--- src/rtl/core/prm_pkg.sv ---
`timescale 1ns / 1ps
// prm_pkg: command, alarm and register index codes for the pump runtime alarm monitor
// no dependencies

package prm_pkg;

    // command codes carried on the input tuser
    localparam logic [1:0] CMD_UPDATE = 2'd0;
    localparam logic [1:0] CMD_CLOSE  = 2'd1;
    localparam logic [1:0] CMD_START  = 2'd2;

    // alarm codes
    localparam logic [1:0] ALM_NONE      = 2'd0;
    localparam logic [1:0] ALM_LONG_ON   = 2'd1;
    localparam logic [1:0] ALM_SHORT_OFF = 2'd2;
    localparam logic [1:0] ALM_LONG_OFF  = 2'd3;

    // configuration register indexes
    localparam logic [1:0] REG_ON_TIME_LIMIT   = 2'd0;
    localparam logic [1:0] REG_SHORT_OFF_LIMIT = 2'd1;
    localparam logic [1:0] REG_OFF_TIME_LIMIT  = 2'd2;

    localparam int CFG_BITS = 32;
    localparam int OUT_BITS = 32;

    // reset values of the limits
    localparam logic [CFG_BITS-1:0] ON_TIME_LIMIT_RST   = 32'd600;
    localparam logic [CFG_BITS-1:0] SHORT_OFF_LIMIT_RST = 32'd60;
    localparam logic [CFG_BITS-1:0] OFF_TIME_LIMIT_RST  = 32'd86400;

    // result packing: alarm, pump_on, five 32-bit counts
    localparam int RES_BITS  = 2 + 1 + 5 * OUT_BITS;
    localparam int RES_TBITS = ((RES_BITS + 7) / 8) * 8;

endpackage

--- src/rtl/core/pump_runtime_alarm_monitor_top.sv ---
`timescale 1ns / 1ps
// pump_runtime_alarm_monitor_top: stream wrapper, limit registers, input and result registers
// depends on prm_pkg and prm_core

// Pump runtime alarm monitor. Each input item carries a command on tuser
// (update, close period, start) and the seconds count and converter sample
// on tdata; every item yields exactly one result item with the alarm code,
// pump state, time in the current state, the last on and off intervals and
// the open and closed period on totals, all taken after the item is applied.
// A sample above half scale counts as running. The block takes one item per
// clock while the sink does not stall: an item is captured in the input
// register, its update runs through the state logic of prm_core and lands in
// the result register, from which it is offered to the sink. The state
// registers are read and written in the same cycle, which is what sets the
// rate at one item per clock. The result register holds while the sink
// stalls and the input register still takes one more item meanwhile. The
// three 32-bit limits are written through the plain configuration port
// (index 0 on-time limit, 1 short-off limit, 2 off-time limit); the user
// must write them while no item is in flight, which the block does not
// enforce; other indexes are ignored.

module pump_runtime_alarm_monitor_top
    import prm_pkg::*;
#(
    parameter int TIME_BITS   = 32,
    parameter int SAMPLE_BITS = 10
) (
    input  logic                 i_clk,
    input  logic                 i_rst_n,
    // configuration write port
    input  logic                 i_cfg_wr_en,
    input  logic [1:0]           i_cfg_index,
    input  logic [CFG_BITS-1:0]  i_cfg_wdata,
    // input items
    input  logic                 s_axis_tvalid,
    output logic                 s_axis_tready,
    // tdata from bit 0: now_seconds, level_sample, zero pad
    input  logic [(((TIME_BITS + SAMPLE_BITS) + 7) / 8) * 8 - 1:0] s_axis_tdata,
    // tuser: command
    input  logic [1:0]           s_axis_tuser,
    // result items
    output logic                 m_axis_tvalid,
    input  logic                 m_axis_tready,
    // tdata from bit 0: alarm_code, pump_on, state_duration, last_on_time,
    // last_off_time, period_on_total, closed_period_total, zero pad
    output logic [RES_TBITS-1:0] m_axis_tdata
);

    // limit registers
    logic [CFG_BITS-1:0] r_on_time_limit;
    logic [CFG_BITS-1:0] r_short_off_limit;
    logic [CFG_BITS-1:0] r_off_time_limit;

    always_ff @(posedge i_clk) begin
        if (!i_rst_n) begin
            r_on_time_limit   <= ON_TIME_LIMIT_RST;
            r_short_off_limit <= SHORT_OFF_LIMIT_RST;
            r_off_time_limit  <= OFF_TIME_LIMIT_RST;
        end else if (i_cfg_wr_en) begin
            unique case (i_cfg_index)
                REG_ON_TIME_LIMIT:   r_on_time_limit   <= i_cfg_wdata;
                REG_SHORT_OFF_LIMIT: r_short_off_limit <= i_cfg_wdata;
                REG_OFF_TIME_LIMIT:  r_off_time_limit  <= i_cfg_wdata;
                default: begin
                end
            endcase
        end
    end

    // input register
    logic                   r_in_valid;
    logic [1:0]             r_in_cmd;
    logic [TIME_BITS-1:0]   r_in_now;
    logic [SAMPLE_BITS-1:0] r_in_smp;

    // result register
    logic                r_out_valid;
    logic [1:0]          r_out_alarm;
    logic                r_out_pump_on;
    logic [OUT_BITS-1:0] r_out_duration;
    logic [OUT_BITS-1:0] r_out_on_time;
    logic [OUT_BITS-1:0] r_out_off_time;
    logic [OUT_BITS-1:0] r_out_psum;
    logic [OUT_BITS-1:0] r_out_closed;

    logic                advance;
    logic                in_take;
    logic [1:0]          res_alarm;
    logic                res_pump_on;
    logic [OUT_BITS-1:0] res_duration;
    logic [OUT_BITS-1:0] res_on_time;
    logic [OUT_BITS-1:0] res_off_time;
    logic [OUT_BITS-1:0] res_psum;
    logic [OUT_BITS-1:0] res_closed;

    // the held item moves on when the result register is free or being emptied
    assign advance       = r_in_valid && (!r_out_valid || m_axis_tready);
    assign s_axis_tready = !r_in_valid || advance;
    assign in_take       = s_axis_tvalid && s_axis_tready;

    always_ff @(posedge i_clk) begin
        if (!i_rst_n) begin
            r_in_valid <= 1'b0;
        end else if (in_take) begin
            r_in_valid <= 1'b1;
        end else if (advance) begin
            r_in_valid <= 1'b0;
        end
    end

    always_ff @(posedge i_clk) begin
        if (in_take) begin
            r_in_cmd <= s_axis_tuser;
            r_in_now <= s_axis_tdata[TIME_BITS-1:0];
            r_in_smp <= s_axis_tdata[TIME_BITS +: SAMPLE_BITS];
        end
    end

    prm_core #(
        .TIME_BITS   (TIME_BITS),
        .SAMPLE_BITS (SAMPLE_BITS)
    ) u_core (
        .i_clk                 (i_clk),
        .i_rst_n               (i_rst_n),
        .i_en                  (advance),
        .i_command             (r_in_cmd),
        .i_now                 (r_in_now),
        .i_sample              (r_in_smp),
        .i_on_time_limit       (r_on_time_limit),
        .i_short_off_limit     (r_short_off_limit),
        .i_off_time_limit      (r_off_time_limit),
        .o_alarm_code          (res_alarm),
        .o_pump_on             (res_pump_on),
        .o_state_duration      (res_duration),
        .o_last_on_time        (res_on_time),
        .o_last_off_time       (res_off_time),
        .o_period_on_total     (res_psum),
        .o_closed_period_total (res_closed)
    );

    always_ff @(posedge i_clk) begin
        if (!i_rst_n) begin
            r_out_valid <= 1'b0;
        end else if (advance) begin
            r_out_valid <= 1'b1;
        end else if (m_axis_tready) begin
            r_out_valid <= 1'b0;
        end
    end

    always_ff @(posedge i_clk) begin
        if (advance) begin
            r_out_alarm    <= res_alarm;
            r_out_pump_on  <= res_pump_on;
            r_out_duration <= res_duration;
            r_out_on_time  <= res_on_time;
            r_out_off_time <= res_off_time;
            r_out_psum     <= res_psum;
            r_out_closed   <= res_closed;
        end
    end

    assign m_axis_tvalid = r_out_valid;
    assign m_axis_tdata  = RES_TBITS'({r_out_closed, r_out_psum, r_out_off_time,
                                       r_out_on_time, r_out_duration,
                                       r_out_pump_on, r_out_alarm});

endmodule

--- src/rtl/core/prm_core.sv ---
`timescale 1ns / 1ps
// prm_core: pump state registers and the per-item update logic
// depends on prm_pkg

module prm_core
    import prm_pkg::*;
#(
    parameter int TIME_BITS   = 32,
    parameter int SAMPLE_BITS = 10
) (
    input  logic                   i_clk,
    input  logic                   i_rst_n,
    input  logic                   i_en,
    input  logic [1:0]             i_command,
    input  logic [TIME_BITS-1:0]   i_now,
    input  logic [SAMPLE_BITS-1:0] i_sample,
    input  logic [CFG_BITS-1:0]    i_on_time_limit,
    input  logic [CFG_BITS-1:0]    i_short_off_limit,
    input  logic [CFG_BITS-1:0]    i_off_time_limit,
    output logic [1:0]             o_alarm_code,
    output logic                   o_pump_on,
    output logic [OUT_BITS-1:0]    o_state_duration,
    output logic [OUT_BITS-1:0]    o_last_on_time,
    output logic [OUT_BITS-1:0]    o_last_off_time,
    output logic [OUT_BITS-1:0]    o_period_on_total,
    output logic [OUT_BITS-1:0]    o_closed_period_total
);

    // compare width covers both the time counts and the 32-bit limits
    localparam int CMP_BITS = (TIME_BITS > CFG_BITS) ? TIME_BITS : CFG_BITS;
    localparam logic [SAMPLE_BITS-1:0] HALF_SCALE = SAMPLE_BITS'(1) << (SAMPLE_BITS - 1);

    logic                 r_running,  n_running;
    logic [TIME_BITS-1:0] r_change,   n_change;
    logic [TIME_BITS-1:0] r_pstart,   n_pstart;
    logic [TIME_BITS-1:0] r_on_int,   n_on_int;
    logic [TIME_BITS-1:0] r_off_int,  n_off_int;
    logic [TIME_BITS-1:0] r_psum,     n_psum;
    logic [TIME_BITS-1:0] r_prev_sum, n_prev_sum;
    logic [1:0]           r_alarm,    n_alarm;

    logic                 high;
    logic [TIME_BITS-1:0] held;
    logic [TIME_BITS-1:0] since_pstart;
    logic [TIME_BITS-1:0] on_in_period;

    assign high         = i_sample > HALF_SCALE;
    assign held         = i_now - r_change;
    assign since_pstart = i_now - r_pstart;
    // only the part of the on interval inside the current period counts
    assign on_in_period = (r_change > r_pstart) ? held : since_pstart;

    always_comb begin
        n_running  = r_running;
        n_change   = r_change;
        n_pstart   = r_pstart;
        n_on_int   = r_on_int;
        n_off_int  = r_off_int;
        n_psum     = r_psum;
        n_prev_sum = r_prev_sum;
        n_alarm    = r_alarm;
        unique case (i_command)
            CMD_START: begin
                n_change   = i_now;
                n_pstart   = i_now;
                n_on_int   = '0;
                n_off_int  = '0;
                n_psum     = '0;
                n_prev_sum = '0;
                n_running  = high;
                n_alarm    = ALM_NONE;
            end
            CMD_CLOSE: begin
                n_prev_sum = r_psum;
                n_pstart   = i_now;
                n_psum     = '0;
            end
            CMD_UPDATE: begin
                if (high) begin
                    if (!r_running) begin
                        // off-to-on edge
                        n_off_int = held;
                        n_change  = i_now;
                        n_running = 1'b1;
                        if (CMP_BITS'(held) <= CMP_BITS'(i_short_off_limit)) begin
                            n_alarm = ALM_SHORT_OFF;
                        end
                    end else begin
                        n_alarm = (CMP_BITS'(held) > CMP_BITS'(i_on_time_limit))
                                  ? ALM_LONG_ON : ALM_NONE;
                    end
                end else begin
                    if (r_running) begin
                        // on-to-off edge
                        n_on_int  = held;
                        n_psum    = r_psum + on_in_period;
                        n_change  = i_now;
                        n_running = 1'b0;
                    end else begin
                        n_alarm = (CMP_BITS'(held) > CMP_BITS'(i_off_time_limit))
                                  ? ALM_LONG_OFF : ALM_NONE;
                    end
                end
            end
            default: begin
            end
        endcase
    end

    always_ff @(posedge i_clk) begin
        if (!i_rst_n) begin
            r_running  <= 1'b0;
            r_change   <= '0;
            r_pstart   <= '0;
            r_on_int   <= '0;
            r_off_int  <= '0;
            r_psum     <= '0;
            r_prev_sum <= '0;
            r_alarm    <= ALM_NONE;
        end else if (i_en) begin
            r_running  <= n_running;
            r_change   <= n_change;
            r_pstart   <= n_pstart;
            r_on_int   <= n_on_int;
            r_off_int  <= n_off_int;
            r_psum     <= n_psum;
            r_prev_sum <= n_prev_sum;
            r_alarm    <= n_alarm;
        end
    end

    // result reflects the state after this item
    assign o_alarm_code          = n_alarm;
    assign o_pump_on             = n_running;
    assign o_state_duration      = OUT_BITS'(i_now - n_change);
    assign o_last_on_time        = OUT_BITS'(n_on_int);
    assign o_last_off_time       = OUT_BITS'(n_off_int);
    assign o_period_on_total     = OUT_BITS'(n_psum);
    assign o_closed_period_total = OUT_BITS'(n_prev_sum);

endmodule

--- config.mk ---
export PLATFORM = sky130hd
export DESIGN_NAME = pump_runtime_alarm_monitor_top
export DESIGN_NICKNAME = d
export VERILOG_FILES = /design/src/rtl/core/prm_pkg.sv /design/src/rtl/core/pump_runtime_alarm_monitor_top.sv /design/src/rtl/core/prm_core.sv
export SDC_FILE = /design/constraint.sdc
export NUM_CORES = 1
export LEC_CHECK = 0
export BUFFER_PORTS_ARGS = -buffer_cell sky130_fd_sc_hd__buf_2
export CORE_ASPECT_RATIO = 1.4
export CORE_MARGIN = 4
export CORE_UTILIZATION = 65
export DETAILED_ROUTE_END_ITERATION = 10
export PLACE_DENSITY_LB_ADDON = 0.15
export SLEW_MARGIN = 20
export SYNTH_ARGS = -nofsm -noshare
export SYNTH_HDL_FRONTEND = slang
export SYNTH_HIERARCHICAL = 1
export SYNTH_SLANG_ARGS = --single-unit
--- constraint.sdc ---
create_clock -name i_clk -period 15.74 [get_ports i_clk]
set_input_delay 0.787 -clock i_clk [delete_from_list [all_inputs] [get_ports i_clk]]
set_output_delay 0.787 -clock i_clk [all_outputs]
set_load 0.05 [all_outputs]
==> run_results.csv <==
group,metric,value,unit
yosys,ys_async_sr_fraction,0,%
setup_path,ff2ff_setup_slack,8810,ps
route,met2WireLength,41.5,mm
route,postRouteAntennaNets,0,
floorplan,die-width,185,um
grt,grt_overflow,0,
place,placedInstanceArea,30100,um2
clocking,clockBufferDepth,3,
clocking,cts.repair.resized,0,
sta,skew,20.0,ps
yosys,netlist_instances,3027,
yosys,ys_ff_latch,500,
hold_path,min_to,"r_in_now[17]",
final_layout,postLayoutCellArea,31700,um2
yosys,yosys_warnings,6,
floorplan,dieArea,47200,um2
sta,fin_crit,6930,ps
setup_path,worstPathArrival,7410,ps
grt,grt_pass1_vias,23517,
clocking,cts_sinks,500,
yosys,synth-seq-area-share,42.5,%
clocking,cts_buffers,47,
sta,relSlewSlack,17.3,%
floorplan,initial_core_util,65.9,%
route,wl_met3,5.88,mm
final_layout,diodes,0,
floorplan,io-pin-count,259,
route,vias_per_cell,6.32,
clocking,insertion_delay,590,ps
floorplan,die_h,255,um
final_layout,syn_to_final_growth,11.4,%
sta,setup-tns-final,0,ps
route,drt-pass1-iter-count,5,
setup_path,crit_fanout,6,
clocking,cts_tree,"built",
floorplan,rows,90,
sta,final_hold_viol_count,0,
power_and_ir_drop,power_density,115,nW/um2
run_status,status,"complete, no violations",
setup_path,regToRegStartpoint,"r_in_now[8]",
sta,setup_violations,0,
sta,fin_crit_sh,44.0,%
hold_path,hold_class,"input pin to register",
route,drt-total-wl,82.8,mm
setup_path,end_kind,"register",
clocking,cts_root_buf,"clkbuf_16",
yosys,ys_types,81,
sta,max_freq,144,MHz
setup_path,reg2reg_to,"u_core/r_alarm[0]",
sta,rsz0062_at_grt,"false",
yosys,synth_ff_type,"dfxtp_1",
floorplan,core,43100,um2
grt,grt_antenna_before_repair,0,
clocking,cts-hold-fix-buffers,0,
flow_run,drv_cap,0,
yosys,synth_edf_count,207,
place,portBuffers,247,
sta,hold_ws,385,ps
final_layout,final_cell_mix,"354 x nand2_1, 293 x dfxtp_1, 260 x ha_1",
power_and_ir_drop,p_leak,12.9,nW
setup_path,crit_required,16210,ps
setup_path,crit_path_start_kind,"register",
grt,grtUsageTotal,33.6,%
setup_path,crit_type,"register to register",
place,dp_hpwl,60.2,mm
grt,grt_max_degree,112,
final_layout,final_net_count,3582,
place,gp_congestion,0.978,
grt,grt_pass1_wl,127,mm
hold_path,whs_path_depth,1,
route,wl_met1,31.5,mm
route,drt_iter0_markers,2080,
hold_path,hp-start,"s_axis_tdata[17]",
yosys,syn_avg_cell_area,9.39,um2
final_layout,layout_commonest_cell,"nand2_1",
final_layout,nFillCells,3165,
power_and_ir_drop,worst_ir_drop_vdd,99.2,uV
sta,slew_violations,0,
route,top_layer,"met4",
route,drc,0,
route,wl_per_cell,21.7,um
setup_path,worstRegToRegCells,20,
clocking,clkTransAtPathRegs,70,ps
route,vias,24115,
clocking,post_cts_buffers,0,
clocking,htreeDepth,2,
yosys,syn_area,28400,um2
sta,worst_pin_slew,1230,ps
final_layout,drive_gt1_share,12.7,%
==> report_power, final <==
| group | internal, W | switching [W] | total (W) |
|---|---|---|---|
| Combinational | 0.000363 | 0.000696 | 0.00106 |
| Sequential | 0.00141 | 0.0000370 | 0.00145 |
| Clock | 0.000633 | 0.000512 | 0.00115 |
==> synth_stat cells (all sizes together), types with 42 or more instances <==
master / count / share of area, %
a211oi: 46 / 1.2
xnor2: 66 / 2.0
clkbuf: 100 / 1.3
a22o: 67 / 2.1
inv: 240 / 3.2
dfxtp: 293 / 21
nand3: 98 / 1.7
a21o: 94 / 2.5
nor2: 191 / 2.5
xor2: 43 / 1.4
ha: 262 / 12
edfxtp: 207 / 22
nand2: 355 / 4.7
a21oi: 204 / 3.6
a22oi: 46 / 1.2
buf: 42 / 0.92
mux2i: 139 / 4.9
o21ai: 177 / 3.1
==> worst max-delay path by stage <==
stage / depth (start not counted) / to / startpoint / slack, ps
after global placement: 20 / u_core/r_alarm[0] / r_in_now[8] / 9130
after global routing: 20 / u_core/r_alarm[0] / r_in_now[8] / 8580
after CTS: 20 / u_core/r_alarm[0] / r_in_now[8] / 8940
after floorplan: 7 / u_core/r_off_int[24] / m_axis_tready / 5830
final: 20 / u_core/r_alarm[0] / r_in_now[8] / 8810
after detailed placement: 20 / u_core/r_alarm[0] / r_in_now[8] / 8980
==> logic make-up (layout without fill, tap and decap cells) <==
family	Yosys count	in the layout	share of synthesized area [%]
and+or+nand+nor	829	829	13.2
AOI/OAI and AO/OA	796	796	18.5
DFF	500	500	42.5
buffers and inverters	382	616	5.41
adders and majority gates	266	266	11.8
muxes	144	144	5.11
xor gates and xnor gates	109	109	3.41
other	1	5	0.0132
==> routing by layer <==
metal	vias to the layer above	GRT usage, %
li1	11213	-
met1	11568	41.5
met2	1102	58.4
met3	232	4.48
met4	0	14.9
met5	-	0
==> area by class of cell <==
type	count	area [um2]	share of cell area, %
inverter	240	903	2.85
multi-input combinational	2149	14900	47.1
clock buffer	65	1290	4.08
tap	552	691	2.18
sequential	500	12100	38.1
timing repair buffer	289	1550	4.91
clock inverter	22	245	0.774
==> worst max-delay path: stages, from the launching register on <==
cell,delay [ps]
edfxtp_1,510
ha_1,420
a21o_1,230
a2111oi_0,590
o221ai_1,250
o211ai_1,240
o21ai_1,170
a21o_1,210
a21o_1,210
a221oi_1,330
xor2_1,810
inv_1,260
ha_1,370
nand2_1,70
nor4_1,430
nand2_1,200
nor3_1,480
a21boi_0,380
nor4_1,140
o22a_1,260
a221oi_1,280
==> state kept, by name, indices dropped and copies added (netlist names), 10 cells and up <==
name and count:
u_core/r_on_int 32, r_out_on_time 32, u_core/r_prev_sum 32, u_core/r_off_int 32, r_out_off_time 32, r_out_closed 32
r_out_psum 32, r_short_off_limit 32, u_core/r_pstart 32, r_in_now 32, r_out_duration 32, r_in_smp 10
u_core/r_psum 32, u_core/r_change 32, r_off_time_limit 32, r_on_time_limit 32
==> stage by stage <==
step           cells  worst slack, ps  util (%)  total power (W)
6_report        3817             8810      73.4          0.00365
5_1_grt         3817             8580      73.4          0.00380
4_1_cts         3817             8940      73.4          0.00364
3_5_place_dp    3730             8980      69.8          0.00250
3_3_place_gp    3730             9130      69.8          0.00247
2_1_floorplan   3031             5830         -          0.00219
(Power assumes the default switching activity.)
